[src/rtl/periodic_task_release_table_defines.svh]
// ---------------------------------------------------------------------------
// periodic task release table: assertion macros
// shared property forms, clocked on clock and disabled during reset
// ---------------------------------------------------------------------------
`ifndef PERIODIC_TASK_RELEASE_TABLE_DEFINES_SVH
`define PERIODIC_TASK_RELEASE_TABLE_DEFINES_SVH

// consequent must hold in the same cycle as the antecedent
`define PTRT_ASSERT_SAME(label, ante, cons, msg) \
   label: assert property (@(posedge clock) disable iff (reset) (ante) |-> (cons)) \
      else $error(msg);

// consequent must hold in the cycle after the antecedent
`define PTRT_ASSERT_NEXT(label, ante, cons, msg) \
   label: assert property (@(posedge clock) disable iff (reset) (ante) |=> (cons)) \
      else $error(msg);

`endif

[src/rtl/ptrt_pkg.sv]
// ---------------------------------------------------------------------------
// ptrt_pkg
// types and fixed constants of the periodic task release table
// ---------------------------------------------------------------------------
package ptrt_pkg;

   // operation codes of a request word
   localparam logic [2:0] OP_RUN     = 3'd0;
   localparam logic [2:0] OP_ADD     = 3'd1;
   localparam logic [2:0] OP_REMOVE  = 3'd2;
   localparam logic [2:0] OP_SET_EN  = 3'd3;
   localparam logic [2:0] OP_SET_PER = 3'd4;

   // status codes of a response word
   localparam logic STATUS_OK       = 1'b0;
   localparam logic STATUS_REJECTED = 1'b1;

   // most release words reported by one run
   localparam int RESULT_CAP = 16;
   localparam int CAP_W      = $clog2(RESULT_CAP + 1);

   // one table entry as stored in the memory
   typedef struct packed {
      logic [7:0]  tag;
      logic [31:0] period;
      logic [31:0] release_time;
      logic        enable;
   } entry_type;

   // one response word
   typedef struct packed {
      logic       status;
      logic       fired;
      logic [3:0] result_index;
      logic [7:0] result_tag;
      logic [4:0] entry_count;
      logic       last;
   } rsp_type;

   // response word held back until its position in the stream is known
   typedef struct packed {
      logic       status;
      logic       fired;
      logic [3:0] result_index;
      logic [7:0] result_tag;
   } pend_type;

endpackage

[src/rtl/ptrt_req_if.sv]
// ---------------------------------------------------------------------------
// ptrt_req_if
// request channel: valid/ready handshake with one operation word
// ---------------------------------------------------------------------------
interface ptrt_req_if;
   logic        valid;
   logic        ready;
   logic [2:0]  op;
   logic [31:0] now;
   logic [7:0]  task_tag;
   logic [31:0] period;
   logic [3:0]  slot;
   logic        enable_value;

   modport source (
      output valid, op, now, task_tag, period, slot, enable_value,
      input  ready
   );
   modport sink (
      input  valid, op, now, task_tag, period, slot, enable_value,
      output ready
   );
endinterface

[src/rtl/ptrt_rsp_if.sv]
// ---------------------------------------------------------------------------
// ptrt_rsp_if
// response channel: valid/ready handshake with one result word
// ---------------------------------------------------------------------------
interface ptrt_rsp_if;
   logic       valid;
   logic       ready;
   logic       status;
   logic       fired;
   logic [3:0] result_index;
   logic [7:0] result_tag;
   logic [4:0] entry_count;
   logic       last;

   modport source (
      output valid, status, fired, result_index, result_tag, entry_count, last,
      input  ready
   );
   modport sink (
      input  valid, status, fired, result_index, result_tag, entry_count, last,
      output ready
   );
endinterface

[src/rtl/ptrt_mem.sv]
// ---------------------------------------------------------------------------
// ptrt_mem
// task table storage: one write port, one read port, registered read data
// ---------------------------------------------------------------------------
module ptrt_mem #(
   parameter int MAX_ENTRIES = 16,
   localparam int IDX_W = (MAX_ENTRIES > 1) ? $clog2(MAX_ENTRIES) : 1
) (
   input  logic                clock,
   input  logic                wr_en,
   input  logic [IDX_W-1:0]    wr_addr,
   input  ptrt_pkg::entry_type wr_data,
   input  logic [IDX_W-1:0]    rd_addr,
   output ptrt_pkg::entry_type rd_data
);

   ptrt_pkg::entry_type mem_ff [MAX_ENTRIES];
   ptrt_pkg::entry_type rd_data_ff;

   // write port
   always_ff @(posedge clock) begin
      if (wr_en) begin
         mem_ff[wr_addr] <= wr_data;
      end
   end

   // read port, registered read data
   always_ff @(posedge clock) begin
      rd_data_ff <= mem_ff[rd_addr];
   end

   assign rd_data = rd_data_ff;

endmodule

[src/rtl/ptrt_seq.sv]
// ---------------------------------------------------------------------------
// ptrt_seq
// operation sequencer: walks the table memory for run and remove, applies
// add and set in place, and drives the registered response word
// ---------------------------------------------------------------------------
module ptrt_seq #(
   parameter int MAX_ENTRIES = 16,
   localparam int IDX_W = (MAX_ENTRIES > 1) ? $clog2(MAX_ENTRIES) : 1,
   localparam int CNT_W = $clog2(MAX_ENTRIES + 1),
   localparam int CMP_W = (CNT_W > 4) ? CNT_W : 4
) (
   input  logic                clock,
   input  logic                reset,
   ptrt_req_if.sink            req_ch,
   ptrt_rsp_if.source          rsp_ch,
   output logic                mem_wr_en,
   output logic [IDX_W-1:0]    mem_wr_addr,
   output ptrt_pkg::entry_type mem_wr_data,
   output logic [IDX_W-1:0]    mem_rd_addr,
   input  ptrt_pkg::entry_type mem_rd_data
);

   typedef enum logic [2:0] {
      ST_IDLE,
      ST_SCAN,
      ST_SET,
      ST_SHIFT,
      ST_FINISH
   } state_type;

   state_type                    state_ff;
   logic [IDX_W-1:0]             ptr_ff;
   logic [CNT_W-1:0]             count_ff;
   logic [2:0]                   op_ff;
   logic [31:0]                  now_ff;
   logic [31:0]                  period_ff;
   logic                         enable_ff;
   ptrt_pkg::pend_type           pend_ff;
   logic                         pend_valid_ff;
   logic [ptrt_pkg::CAP_W-1:0]   sent_ff;
   logic                         rsp_valid_ff;
   ptrt_pkg::rsp_type            rsp_data_ff;

   logic                         out_free;
   logic [CMP_W-1:0]             slot_wide;
   logic [IDX_W-1:0]             slot_idx;
   logic                         slot_ok;
   logic                         table_full;
   logic [31:0]                  due_time;
   logic                         due;
   logic                         report;
   logic                         scan_stall;
   logic                         scan_end;
   logic                         shift_end;
   logic                         remove_top;

   // handshake and index checks
   assign out_free   = !rsp_valid_ff || rsp_ch.ready;
   assign req_ch.ready = (state_ff == ST_IDLE);
   assign slot_wide  = CMP_W'(req_ch.slot);
   assign slot_idx   = slot_wide[IDX_W-1:0];
   assign slot_ok    = slot_wide < CMP_W'(count_ff);
   assign table_full = count_ff >= CNT_W'(MAX_ENTRIES);
   assign remove_top = (slot_wide + CMP_W'(1)) == CMP_W'(count_ff);

   // release test on the entry under the scan pointer, sum wraps at 32 bits
   assign due_time   = mem_rd_data.release_time + mem_rd_data.period;
   assign due        = mem_rd_data.enable && (mem_rd_data.tag != 8'd0) &&
                       (now_ff >= due_time);
   assign report     = due && (sent_ff < ptrt_pkg::CAP_W'(ptrt_pkg::RESULT_CAP));
   assign scan_stall = report && pend_valid_ff && !out_free;
   assign scan_end   = (CNT_W'(ptr_ff) + CNT_W'(1)) == count_ff;
   assign shift_end  = (CNT_W'(ptr_ff) + CNT_W'(2)) == count_ff;

   // memory read address
   always_comb begin
      mem_rd_addr = ptr_ff;
      unique case (state_ff)
         ST_IDLE: begin
            unique case (req_ch.op)
               ptrt_pkg::OP_REMOVE:  mem_rd_addr = slot_idx + IDX_W'(1);
               ptrt_pkg::OP_SET_EN,
               ptrt_pkg::OP_SET_PER: mem_rd_addr = slot_idx;
               default:              mem_rd_addr = '0;
            endcase
         end
         ST_SCAN:  mem_rd_addr = scan_stall ? ptr_ff : ptr_ff + IDX_W'(1);
         ST_SHIFT: mem_rd_addr = ptr_ff + IDX_W'(2);
         default:  mem_rd_addr = ptr_ff;
      endcase
   end

   // memory write port
   always_comb begin
      mem_wr_en   = 1'b0;
      mem_wr_addr = ptr_ff;
      mem_wr_data = mem_rd_data;
      unique case (state_ff)
         ST_IDLE: begin
            if (req_ch.valid && (req_ch.op == ptrt_pkg::OP_ADD) &&
                (req_ch.task_tag != 8'd0) && !table_full) begin
               mem_wr_en                = 1'b1;
               mem_wr_addr              = count_ff[IDX_W-1:0];
               mem_wr_data.tag          = req_ch.task_tag;
               mem_wr_data.period       = req_ch.period;
               mem_wr_data.release_time = 32'd0;
               mem_wr_data.enable       = 1'b1;
            end
         end
         ST_SCAN: begin
            mem_wr_en                = due && !scan_stall;
            mem_wr_data.release_time = now_ff;
         end
         ST_SET: begin
            mem_wr_en = 1'b1;
            if (op_ff == ptrt_pkg::OP_SET_EN) begin
               mem_wr_data.enable = enable_ff;
            end else begin
               mem_wr_data.period = period_ff;
            end
         end
         ST_SHIFT: mem_wr_en = 1'b1;
         default:  mem_wr_en = 1'b0;
      endcase
   end

   // sequencer state and response register
   always_ff @(posedge clock) begin
      if (reset) begin
         state_ff      <= ST_IDLE;
         count_ff      <= '0;
         pend_valid_ff <= 1'b0;
         rsp_valid_ff  <= 1'b0;
      end else begin
         if (rsp_valid_ff && rsp_ch.ready) begin
            rsp_valid_ff <= 1'b0;
         end
         unique case (state_ff)
            ST_IDLE: begin
               if (req_ch.valid) begin
                  op_ff         <= req_ch.op;
                  now_ff        <= req_ch.now;
                  period_ff     <= req_ch.period;
                  enable_ff     <= req_ch.enable_value;
                  ptr_ff        <= slot_idx;
                  pend_ff       <= '0;
                  pend_valid_ff <= 1'b0;
                  sent_ff       <= '0;
                  state_ff      <= ST_FINISH;
                  unique case (req_ch.op)
                     ptrt_pkg::OP_RUN: begin
                        ptr_ff <= '0;
                        if (count_ff != '0) begin
                           state_ff <= ST_SCAN;
                        end
                     end
                     ptrt_pkg::OP_ADD: begin
                        if ((req_ch.task_tag == 8'd0) || table_full) begin
                           pend_ff.status <= ptrt_pkg::STATUS_REJECTED;
                        end else begin
                           pend_ff.result_index <= 4'(count_ff);
                           count_ff             <= count_ff + CNT_W'(1);
                        end
                     end
                     ptrt_pkg::OP_REMOVE: begin
                        if (!slot_ok) begin
                           pend_ff.status <= ptrt_pkg::STATUS_REJECTED;
                        end else if (remove_top) begin
                           count_ff <= count_ff - CNT_W'(1);
                        end else begin
                           state_ff <= ST_SHIFT;
                        end
                     end
                     ptrt_pkg::OP_SET_EN,
                     ptrt_pkg::OP_SET_PER: begin
                        if (!slot_ok) begin
                           pend_ff.status <= ptrt_pkg::STATUS_REJECTED;
                        end else begin
                           state_ff <= ST_SET;
                        end
                     end
                     default: pend_ff.status <= ptrt_pkg::STATUS_REJECTED;
                  endcase
               end
            end
            ST_SCAN: begin
               if (!scan_stall) begin
                  // a new release pushes the one held back, which is then not final
                  if (report) begin
                     if (pend_valid_ff) begin
                        rsp_valid_ff <= 1'b1;
                        rsp_data_ff  <= '{status: pend_ff.status, fired: pend_ff.fired,
                                          result_index: pend_ff.result_index,
                                          result_tag: pend_ff.result_tag,
                                          entry_count: 5'(count_ff), last: 1'b0};
                     end
                     pend_ff       <= '{status: ptrt_pkg::STATUS_OK, fired: 1'b1,
                                        result_index: 4'(ptr_ff),
                                        result_tag: mem_rd_data.tag};
                     pend_valid_ff <= 1'b1;
                     sent_ff       <= sent_ff + ptrt_pkg::CAP_W'(1);
                  end
                  if (scan_end) begin
                     state_ff <= ST_FINISH;
                  end else begin
                     ptr_ff <= ptr_ff + IDX_W'(1);
                  end
               end
            end
            ST_SET: state_ff <= ST_FINISH;
            ST_SHIFT: begin
               if (shift_end) begin
                  count_ff <= count_ff - CNT_W'(1);
                  state_ff <= ST_FINISH;
               end else begin
                  ptr_ff <= ptr_ff + IDX_W'(1);
               end
            end
            ST_FINISH: begin
               // final word of the item, or the idle word of an empty run
               if (out_free) begin
                  rsp_valid_ff <= 1'b1;
                  rsp_data_ff  <= '{status: pend_ff.status, fired: pend_ff.fired,
                                    result_index: pend_ff.result_index,
                                    result_tag: pend_ff.result_tag,
                                    entry_count: 5'(count_ff), last: 1'b1};
                  pend_valid_ff <= 1'b0;
                  state_ff      <= ST_IDLE;
               end
            end
            default: state_ff <= ST_IDLE;
         endcase
      end
   end

   // response channel
   assign rsp_ch.valid        = rsp_valid_ff;
   assign rsp_ch.status       = rsp_data_ff.status;
   assign rsp_ch.fired        = rsp_data_ff.fired;
   assign rsp_ch.result_index = rsp_data_ff.result_index;
   assign rsp_ch.result_tag   = rsp_data_ff.result_tag;
   assign rsp_ch.entry_count  = rsp_data_ff.entry_count;
   assign rsp_ch.last         = rsp_data_ff.last;

endmodule

[src/rtl/periodic_task_release_table.sv]
// ---------------------------------------------------------------------------
// periodic_task_release_table
// packed table of periodic tasks with add, remove, set enable, set period
// and run; run reports every enabled entry whose period has elapsed
// ---------------------------------------------------------------------------
//
//   channel   direction   handshake        word
//   req_ch    in          valid / ready    op, now, task_tag, period, slot,
//                                          enable_value
//   rsp_ch    out         valid / ready    status, fired, result_index,
//                                          result_tag, entry_count, last
//
// one word at a time; the sequencer walks the table memory one entry a cycle,
// holding while a release waits on a full response register; run visits each
// entry, remove shifts the entries above the slot down, set enable and set
// period rewrite one entry, add writes directly; the final word waits on a full
// response register; reset clears the entry count, not the memory, and entries
// above the count go unused; a new word is taken while the last response waits
//
`include "periodic_task_release_table_defines.svh"

module periodic_task_release_table #(
   parameter int MAX_ENTRIES = 16
) (
   input  logic       clock,
   input  logic       reset,
   ptrt_req_if.sink   req_ch,
   ptrt_rsp_if.source rsp_ch
);

   localparam int IDX_W = (MAX_ENTRIES > 1) ? $clog2(MAX_ENTRIES) : 1;

   logic                mem_wr_en;
   logic [IDX_W-1:0]    mem_wr_addr;
   ptrt_pkg::entry_type mem_wr_data;
   logic [IDX_W-1:0]    mem_rd_addr;
   ptrt_pkg::entry_type mem_rd_data;

   // operation sequencer and response register
   ptrt_seq #(
      .MAX_ENTRIES (MAX_ENTRIES)
   ) u_seq (
      .clock       (clock),
      .reset       (reset),
      .req_ch      (req_ch),
      .rsp_ch      (rsp_ch),
      .mem_wr_en   (mem_wr_en),
      .mem_wr_addr (mem_wr_addr),
      .mem_wr_data (mem_wr_data),
      .mem_rd_addr (mem_rd_addr),
      .mem_rd_data (mem_rd_data)
   );

   // task table memory
   ptrt_mem #(
      .MAX_ENTRIES (MAX_ENTRIES)
   ) u_mem (
      .clock   (clock),
      .wr_en   (mem_wr_en),
      .wr_addr (mem_wr_addr),
      .wr_data (mem_wr_data),
      .rd_addr (mem_rd_addr),
      .rd_data (mem_rd_data)
   );

   // release words are never rejections and carry a real tag
   `PTRT_ASSERT_SAME(a_fired_ok, rsp_ch.valid && rsp_ch.fired, !rsp_ch.status && (rsp_ch.result_tag != 8'd0), "release word rejected or tagless")
   // only releases may be followed by more words of the same item
   `PTRT_ASSERT_SAME(a_nonlast_fired, rsp_ch.valid && !rsp_ch.last, rsp_ch.fired, "non-final word is not a release")
   // a table write while idle only comes with an accepted add
   `PTRT_ASSERT_SAME(a_idle_write, mem_wr_en && req_ch.ready, req_ch.valid, "table written while idle without a word")
   // the block is busy in the cycle after it takes a word
   `PTRT_ASSERT_NEXT(a_busy_after_accept, req_ch.valid && req_ch.ready, !req_ch.ready, "ready right after accept")

endmodule

[src/flat_wrapper.sv]
// flat-port wrapper written by rule: the top's interface ports become plain ports
module periodic_task_release_table_flat 
#(
   parameter int MAX_ENTRIES = 16
)
  (clock, reset, req_ch_valid, req_ch_op, req_ch_now, req_ch_task_tag, req_ch_period, req_ch_slot, req_ch_enable_value, req_ch_ready, rsp_ch_valid, rsp_ch_status, rsp_ch_fired, rsp_ch_result_index, rsp_ch_result_tag, rsp_ch_entry_count, rsp_ch_last, rsp_ch_ready);
  ptrt_req_if req_ch_i ();
  ptrt_rsp_if rsp_ch_i ();
  input  logic clock;
  input  logic reset;
  input wire logic [$bits(req_ch_i.valid)-1:0] req_ch_valid;
  input wire logic [$bits(req_ch_i.op)-1:0] req_ch_op;
  input wire logic [$bits(req_ch_i.now)-1:0] req_ch_now;
  input wire logic [$bits(req_ch_i.task_tag)-1:0] req_ch_task_tag;
  input wire logic [$bits(req_ch_i.period)-1:0] req_ch_period;
  input wire logic [$bits(req_ch_i.slot)-1:0] req_ch_slot;
  input wire logic [$bits(req_ch_i.enable_value)-1:0] req_ch_enable_value;
  output wire logic [$bits(req_ch_i.ready)-1:0] req_ch_ready;
  output wire logic [$bits(rsp_ch_i.valid)-1:0] rsp_ch_valid;
  output wire logic [$bits(rsp_ch_i.status)-1:0] rsp_ch_status;
  output wire logic [$bits(rsp_ch_i.fired)-1:0] rsp_ch_fired;
  output wire logic [$bits(rsp_ch_i.result_index)-1:0] rsp_ch_result_index;
  output wire logic [$bits(rsp_ch_i.result_tag)-1:0] rsp_ch_result_tag;
  output wire logic [$bits(rsp_ch_i.entry_count)-1:0] rsp_ch_entry_count;
  output wire logic [$bits(rsp_ch_i.last)-1:0] rsp_ch_last;
  input wire logic [$bits(rsp_ch_i.ready)-1:0] rsp_ch_ready;
  assign req_ch_i.valid = req_ch_valid;
  assign req_ch_i.op = req_ch_op;
  assign req_ch_i.now = req_ch_now;
  assign req_ch_i.task_tag = req_ch_task_tag;
  assign req_ch_i.period = req_ch_period;
  assign req_ch_i.slot = req_ch_slot;
  assign req_ch_i.enable_value = req_ch_enable_value;
  assign req_ch_ready = req_ch_i.ready;
  assign rsp_ch_valid = rsp_ch_i.valid;
  assign rsp_ch_status = rsp_ch_i.status;
  assign rsp_ch_fired = rsp_ch_i.fired;
  assign rsp_ch_result_index = rsp_ch_i.result_index;
  assign rsp_ch_result_tag = rsp_ch_i.result_tag;
  assign rsp_ch_entry_count = rsp_ch_i.entry_count;
  assign rsp_ch_last = rsp_ch_i.last;
  assign rsp_ch_i.ready = rsp_ch_ready;
  periodic_task_release_table #(.MAX_ENTRIES(MAX_ENTRIES)) u_core (.clock(clock), .reset(reset), .req_ch(req_ch_i), .rsp_ch(rsp_ch_i));
endmodule
[config.mk]
export PLATFORM = sky130hd
export DESIGN_NAME = periodic_task_release_table_flat
export DESIGN_NICKNAME = d
export VERILOG_FILES = /design/src/rtl/ptrt_pkg.sv /design/src/rtl/ptrt_req_if.sv /design/src/rtl/ptrt_rsp_if.sv /design/src/rtl/ptrt_mem.sv /design/src/rtl/ptrt_seq.sv /design/src/rtl/periodic_task_release_table.sv /design/src/flat_wrapper.sv
export VERILOG_INCLUDE_DIRS = /design/src /design/src/rtl
export SDC_FILE = /design/constraint.sdc
export NUM_CORES = 2
export LEC_CHECK = 0
export BUFFER_PORTS_ARGS = -buffer_cell sky130_fd_sc_hd__buf_2
export CAP_MARGIN = 20
export CORE_ASPECT_RATIO = 0.7
export CORE_UTILIZATION = 45
export CTS_CLUSTER_SIZE = 14
export DETAILED_ROUTE_END_ITERATION = 10
export MAX_ROUTING_LAYER = met4
export SLEW_MARGIN = 0
export SYNTH_ARGS = -nofsm -noshare
export SYNTH_HDL_FRONTEND = slang
export SYNTH_SLANG_ARGS = --single-unit
[constraint.sdc]
create_clock -name clock -period 13.5 [get_ports clock]
set_input_delay 1.35 -clock clock [delete_from_list [all_inputs] [get_ports clock]]
set_output_delay 1.35 -clock clock [all_outputs]
set_load 0.03 [all_outputs]
== After elaboration in Yosys (flattened, before gate mapping) ==
Memory sizes are Yosys's and may differ from the RTL's. A register that Yosys moved wholly into a read port is not among the register bits.
Index checks and enable logic that the tools add are counted.

* Add/subtract/negate cells: 10
* Order comparisons: 4
* Equality and inequality tests: 25
* Mux-type cells: 69
* Bitwise operators: 1
* Reduce and logical (&&, ||, !) cells: 37

{| class="wikitable"
|+ Operators with widths
! operator !! number
|-
| one-hot mux 32 bit (2 select lines) || 2
|-
| two-way mux 20 bit || 4
|-
| two-way mux 73 bit || 1
|-
| two-way mux 14 bit || 3
|-
| two-way mux 4 bit || 10
|-
| two-way mux 5 bit || 8
|-
| one-hot mux 20 bit (2 select lines) || 1
|-
| adder 32 bit || 1
|-
| greater-or-equal comparator 32 bit || 1
|-
| two-way mux 32 bit || 1
|-
| one-hot mux 5 bit (2 select lines) || 3
|-
| one-hot mux 14 bit (2 select lines) || 1
|-
| two-way mux 3 bit || 9
|-
| one-hot mux 4 bit (3 select lines) || 2
|-
| inequality test 2 bit, second input constant || 9
|-
| nonzero test 8 bit || 2
|-
| == test 3 x 2 -> 1 bit, second input constant || 5
|-
| == test 5 bit || 3
|-
| two-way mux 1 bit || 15
|-
| one-hot mux 3 bit (5 select lines) || 1
|-
| AND reduction 5 bit || 3
|-
| AND reduction 6 bit || 2
|-
| adder 4 x 1 -> 5 bit, second input constant || 2
|-
| adder 5 x 1 -> 5 bit, second input constant || 2
|-
| 29 further kinds || 55
|}

* Bits in registers: 121
* Memory bits (writable): 1168
* Input port bits: 84
* Output and inout bits: 22
* Logic and storage cells: 167
* Memories: 1

{| class="wikitable"
|+ Memories
! name !! depth !! bits a word !! read ports !! clocked after Yosys merged registers in !! wr ports !! line !! RTL
|-
| u_core.u_mem.mem_ff || 16 || 73 || 1 || 1 || 1 || ptrt_mem.sv:17 || <nowiki>ptrt_pkg::entry_type mem_ff [MAX_ENTRIES];</nowiki>
|}

== Depth between registers and ports, before layout ==
* Depth after elaboration: 11
* Depth in mapped cells: 30
* Depth with buffers taken out: 26

== Modules after synthesis ==
Synthesis repeated with hierarchy kept, for this count alone.

* Cells, all modules: 2756
* Area, all modules: 53638.9 sq um

{| class="wikitable"
|+ By module, submodules not included
! module !! times used !! cells an instance !! area an instance (sq um) !! seq. area each (sq um)
|-
| ptrt_mem || 1 || 1875 || 45127.0 || 36535.0
|-
| ptrt_seq || 1 || 881 || 8511.9 || 3533.4
|}

== Least setup slack after synthesis ==
Ideal clock, no wire load.

* Path kind: flip-flop to flip-flop
* Start point: register, netlist name u_core.u_mem.rd_data[9]
* End point: memory u_core.u_mem.mem_ff[0][0] (netlist name) (enable)
* Arrival time: 7863 ps
* Path slack: 5132 ps
* Stages on the path, launching flop included: 23
* Path buffers: 0
* Period minus slack after synthesis: 8368 ps
* Path through: dfxtp_1 -> ha_1 -> a21oi_1 -> o21bai_1 -> a2111oi_0 -> or3_1 -> o311ai_0 -> a31oi_1 -> o21ai_0 -> a221o_1 -> a211o_1 -> a21oi_1 -> xnor2_1 -> ha_1 -> nand4_1 -> nor4_4 -> a21oi_1 -> o211ai_1 -> a41oi_4 -> or4_1 -> a31oi_1 -> o21ai_0 -> nor2_1

* Word-level cells in the longest chain between the ends: 11

{| class="wikitable"
|+ Ends and longest elaborated chain
! element !! line !! RTL
|-
| adder 32 bit * || ptrt_seq.sv:67 || <nowiki>assign due_time = mem_rd_data.release_time + mem_rd_data.period;</nowiki>
|-
| greater-or-equal comparator 32 bit * || ptrt_seq.sv:69 || <nowiki>(now_ff >= due_time);</nowiki>
|-
| logical AND 1 bit * || ptrt_seq.sv:68 || <nowiki>assign due = mem_rd_data.enable && (mem_rd_data.tag != 8'd0) &&</nowiki>
|-
| logical AND 1 bit || ptrt_seq.sv:70 || <nowiki>assign report = due && (sent_ff < ptrt_pkg::CAP_W'(ptrt_pkg::RESULT_CAP));</nowiki>
|-
| logical AND 1 bit (2 in a row) || ptrt_seq.sv:71 || <nowiki>assign scan_stall = report && pend_valid_ff && !out_free;</nowiki>
|-
| logical NOT 1 bit || -- ||
|-
| logical AND 1 bit * || ptrt_seq.sv:111 || <nowiki>mem_wr_en = due && !scan_stall;</nowiki>
|-
| one-hot mux 1 bit (3 select lines) * || ptrt_seq.sv:98 || <nowiki>unique case (state_ff)</nowiki>
|-
| two-way mux 1 bit * || ptrt_mem.sv:22 || <nowiki>if (wr_en) begin</nowiki>
|-
| two-way mux 1 bit (not written as such) * || ptrt_mem.sv:23 || <nowiki>mem_ff[wr_addr] <= wr_data;</nowiki>
|-
| to (decl) || ptrt_mem.sv:17 ||
|}

Mark *: on every way between the ends. The rest lies on a longest branch, timed or not.

== Final worst setup path ==
* Start point: register, netlist name u_core.u_mem.rd_data[1]
* End point: memory u_core.u_mem.mem_ff[0][52] (netlist name) (enable)

* Word-level cells in the longest chain between the ends: 11

{| class="wikitable"
|+ Ends and longest elaborated chain
! element !! line
|-
| adder 32 bit * || ptrt_seq.sv:67
|-
| greater-or-equal comparator 32 bit * || ptrt_seq.sv:69
|-
| logical AND 1 bit * || ptrt_seq.sv:68
|-
| logical AND 1 bit || ptrt_seq.sv:70
|-
| logical AND 1 bit (2 in a row) || ptrt_seq.sv:71
|-
| logical NOT 1 bit || --
|-
| logical AND 1 bit * || ptrt_seq.sv:111
|-
| one-hot mux 1 bit (3 select lines) * || ptrt_seq.sv:98
|-
| two-way mux 1 bit * || ptrt_mem.sv:22
|-
| two-way mux 1 bit (not written as such) * || ptrt_mem.sv:23
|}

Marked as above.

==> results.md <==
* Status: complete, no violations
* Area of the multi-input gates at 13100 um^2
* Min-Delay Endpoint: u_core.u_seq.rsp_ch.result_tag[2]
* Post-Route WL at 142000 um
* Post-Syn Nets at 3012
* Pwr dens at 198 nW/um^2
* Die area at 121000 um^2
* WP data required at 13870 ps
* DR iter-0 viols at 3235
* Num ports at 106
* CTS tree: built
* Max Cap Violations at 0
* Setup violations, final at 0
* Clock skew at 28.1 ps
* Tcrit/Tclk final at 0.634
* Max_slew headroom at 0.276
* Post-Place Worst Slack at 4870 ps
* Async set-reset flop share out of synthesis at 0
* Peak VDD IR at 126 uV
* FF+latch area at 40100 um^2
* Share of total power in sequential cells at 0.452
* Min-delay worst type: register to register
* Hold wc startpoint: u_core.u_seq.pend_ff[2]
* Initial Utilization at 0.457
* Clk buf depth at 3
* Worst hold stages at 0
* Mean number of vias per cell at 6.08
* DRC Markers at 0
* Slowest CP cell: buf_4
* Combinational power share at 0.240
* R2R Setup Slk at 4940 ps
* Final Hold Vio Count at 0
* # rows at 105
* FF-to-FF End: u_core.u_mem.mem_ff[0][52]
* Worst-path clk slew at 60 ps
* Top-count cell post-synth: edfxtp_1
* Share of cells above drive strength 1 at 0.231
* Sequential share of the synthesized area at 0.743
* Worst setup EP type: register
* Netlist cell types at 64
* ANT nets after route at 0
* GPL Wtd Cong at 0.900
* Clock Power Share at 0.308
* Most instantiated cells after synthesis: edfxtp_1 (1279), mux4_2 (292), nand3_1 (161)
* Synth Flop Type: edfxtp_1
* Final nets at 3202
* Max FO, Critical Path at 31
* Sink Count at 1362
* Fin. max-slew vios at 0
* Syn Inst Count at 2854
* Period minus WS final at 8560 ps
* Largest net degree at the start of global routing at 121
* DIE HEIGHT at 292 um
* Setup tns final at 0 ps
* Startpoint types: register
* R2r startpoint: u_core.u_mem.rd_data[1]
* F_max at 0.117 GHz
* Synth Register Bits at 1362
* Critical path's largest stage delay at 660 ps
* Post-cts resize count at 0
* # fillers at 9389
* Total Routing Usage GR at 0.243
* Worst slew pin tran at 1080 ps
* Core box area at 118000 um^2
* Net Sw Frac at 0.298
* H-tree Lvls at 4
* Syn Area/Cell at 18.9 um^2
* CP dominant cell by count: a21oi_1
* Die W at 416 um
* Switch Pwr at 3.59 mW
* PortBufs at 105
* Reg2reg path depth at 27
* Largest area contributor in the netlist: edfxtp_1
* Ys Warns at 0
* Drt pass-1 iters at 8
* Leak at 19.9 nW
* Vias in the first global route at 29100
* Total power at 12.1 mW
* Largest cells by area after synthesis: edfxtp_1 (71%), mux4_2 (12%), dfxtp_1 (3.1%), ha_1 (1.7%), nand3_1 (1.5%)
* Clock root cell: clkbuf_16
* First-pass GRT wire length at 206000 um
* Routed wire per std cell at 30.1 um
* Post-synth top area share at 0.713
* Routed via count at 28600
* Clock latency on the worst-skew pair at 760 ps
* Setup crit start: u_core.u_mem.rd_data[1]
* Hold buffers post-CTS at 0
* WS Path Type: register to register
* Antenna violations before repair at 6
* Post-synthesis cell area at 53900 um^2
* Unrepaired setup endpoints after global routing: no
* Dpl hpwl at 79800 um
* Worst setup margin at 4940 ps
* Area Growth Syn to Fin at 13.3%
* Worst EP arrival at 8930 ps
* # Post-CTS Setup Buffers at 0
* Cts bufs inserted at 132
* Post-synth EDFFs at 1279
* Total global routing overflow at 0
* Internal power at 8.48 mW
final cells by class:
type,count,share of cell area
Sequential cell,1362,0.656
Multi-Input combinational cell,1280,0.214
Clock buffer,188,0.0624
Tap cell,1551,0.0318
Timing Repair Buffer,207,0.0223
Clock inverter,55,0.00888
Inverter,61,0.00375
Antenna cell,6,0.000246
flip-flops by register name (all words and copies together), names as in the netlist:
name	count
u_core.u_mem.rd_data	73
u_core.u_seq.sent_ff	5
u_core.u_seq.rsp_ch.fired	1
u_core.u_seq.now_ff	32
u_core.u_seq.count_ff	5
u_core.u_seq.rsp_ch.result_tag	8
u_core.u_seq.rsp_ch.last	1
u_core.u_seq.pend_ff	14
u_core.u_seq.rsp_ch.result_index	4
u_core.u_seq.pend_valid_ff	1
u_core.u_seq.rsp_ch.entry_count	5
u_core.u_seq.ptr_ff	4
u_core.u_seq.period_ff	32
u_core.u_seq.state_ff	3
u_core.u_seq.enable_ff	1
u_core.u_mem.mem_ff	1168
u_core.u_seq.rsp_ch.status	1
u_core.u_seq.op_ff	3
u_core.u_seq.rsp_ch.valid	1
power groups by stage:
stage	combinational [mW]	clock, mW	sequential, mW
after global routing	3.18	3.94	5.46
final	2.90	3.72	5.45
after floorplan	1.95	0	5.46
after detailed placement	2.86	0	5.54
after CTS	2.88	3.78	5.46
after global placement	2.77	0	5.54
per-stage QoR:
step,std cells,cell area (um^2),utilization,hold WS (ps)
floorplan,2854,53900,-,400
global placement,4445,56500,0.479,408
detailed placement,4455,56600,0.480,405
CTS,4698,61000,0.517,410
global route,4706,61000,0.517,417
finish,4710,61000,0.517,416
worst max-delay path by stage:
stage	slack (ps)	to	cells after the start
floorplan	5130	u_core.u_mem.mem_ff[0][0]	22
global placement	5080	u_core.u_mem.mem_ff[0][68]	25
detailed placement	4870	u_core.u_mem.mem_ff[2][68]	26
CTS	4820	u_core.u_mem.mem_ff[2][12]	26
global route	4450	u_core.u_mem.mem_ff[1][14]	27
finish	4940	u_core.u_mem.mem_ff[0][52]	27
cell usage in the layout, fill, tap and decap left out, types with 7 or more instances in the layout:
cell       netlist  routed
and3_1          12      12
xor2_1          20      20
dfxtp_1         83      83
nand3_1        161     161
a21oi_1         61      60
a21o_1          13      13
nor3_1          16      16
a222oi_1        31      31
buf_4            7      90
edfxtp_1      1279    1279
bufinv_16        0       8
a22oi_1         74      74
clkbuf_8         0      22
mux4_2         292     292
inv_1           60      59
or3_1            8       8
buf_2            7     110
o211ai_1         7       7
nor2_4           0      20
o31ai_1          7       7
o21ai_0         65      62
clkbuf_1        91      31
nor2_1          68      48
nor4_1           9       7
clkinv_2         0      16
clkinv_1         1      21
nand2_1        145     145
nand2b_1        82      81
a31oi_1          9       9
clkbuf_16        0     136
nor2b_1         12      11
nor3b_1          8       8
ha_1            73      73
xnor2_1         28      28
per-layer routing:
metal,up-vias,global-route usage,part of all wire
li1,12000,-,-
met1,15200,0.339,0.43
met2,1196,0.371,0.47
met3,222,0.0395,0.072
met4,0,0.0719,0.024
met5,-,-,0
worst max-delay path: cells and delay by family (launching register included):
| family | cells | cell delay [ps] |
|---|---|---|
| fa+ha+maj | 3 | 730 |
| simple gates | 5 | 1620 |
| compound gates | 14 | 3640 |
| xor+xnor | 1 | 140 |
| flops | 1 | 330 |
| buf+inv | 4 | 1600 |
cell families after synthesis:
| family | after synthesis | share of synthesized area |
|---|---|---|
| fa+ha+maj | 74 | 0.0173 |
| xor+xnor | 48 | 0.00780 |
| mux | 296 | 0.123 |
| buf+inv | 212 | 0.0181 |
| flops | 1362 | 0.743 |
| simple gates | 545 | 0.0503 |
| compound gates | 317 | 0.0404 |
(Power assumes the default switching activity.)
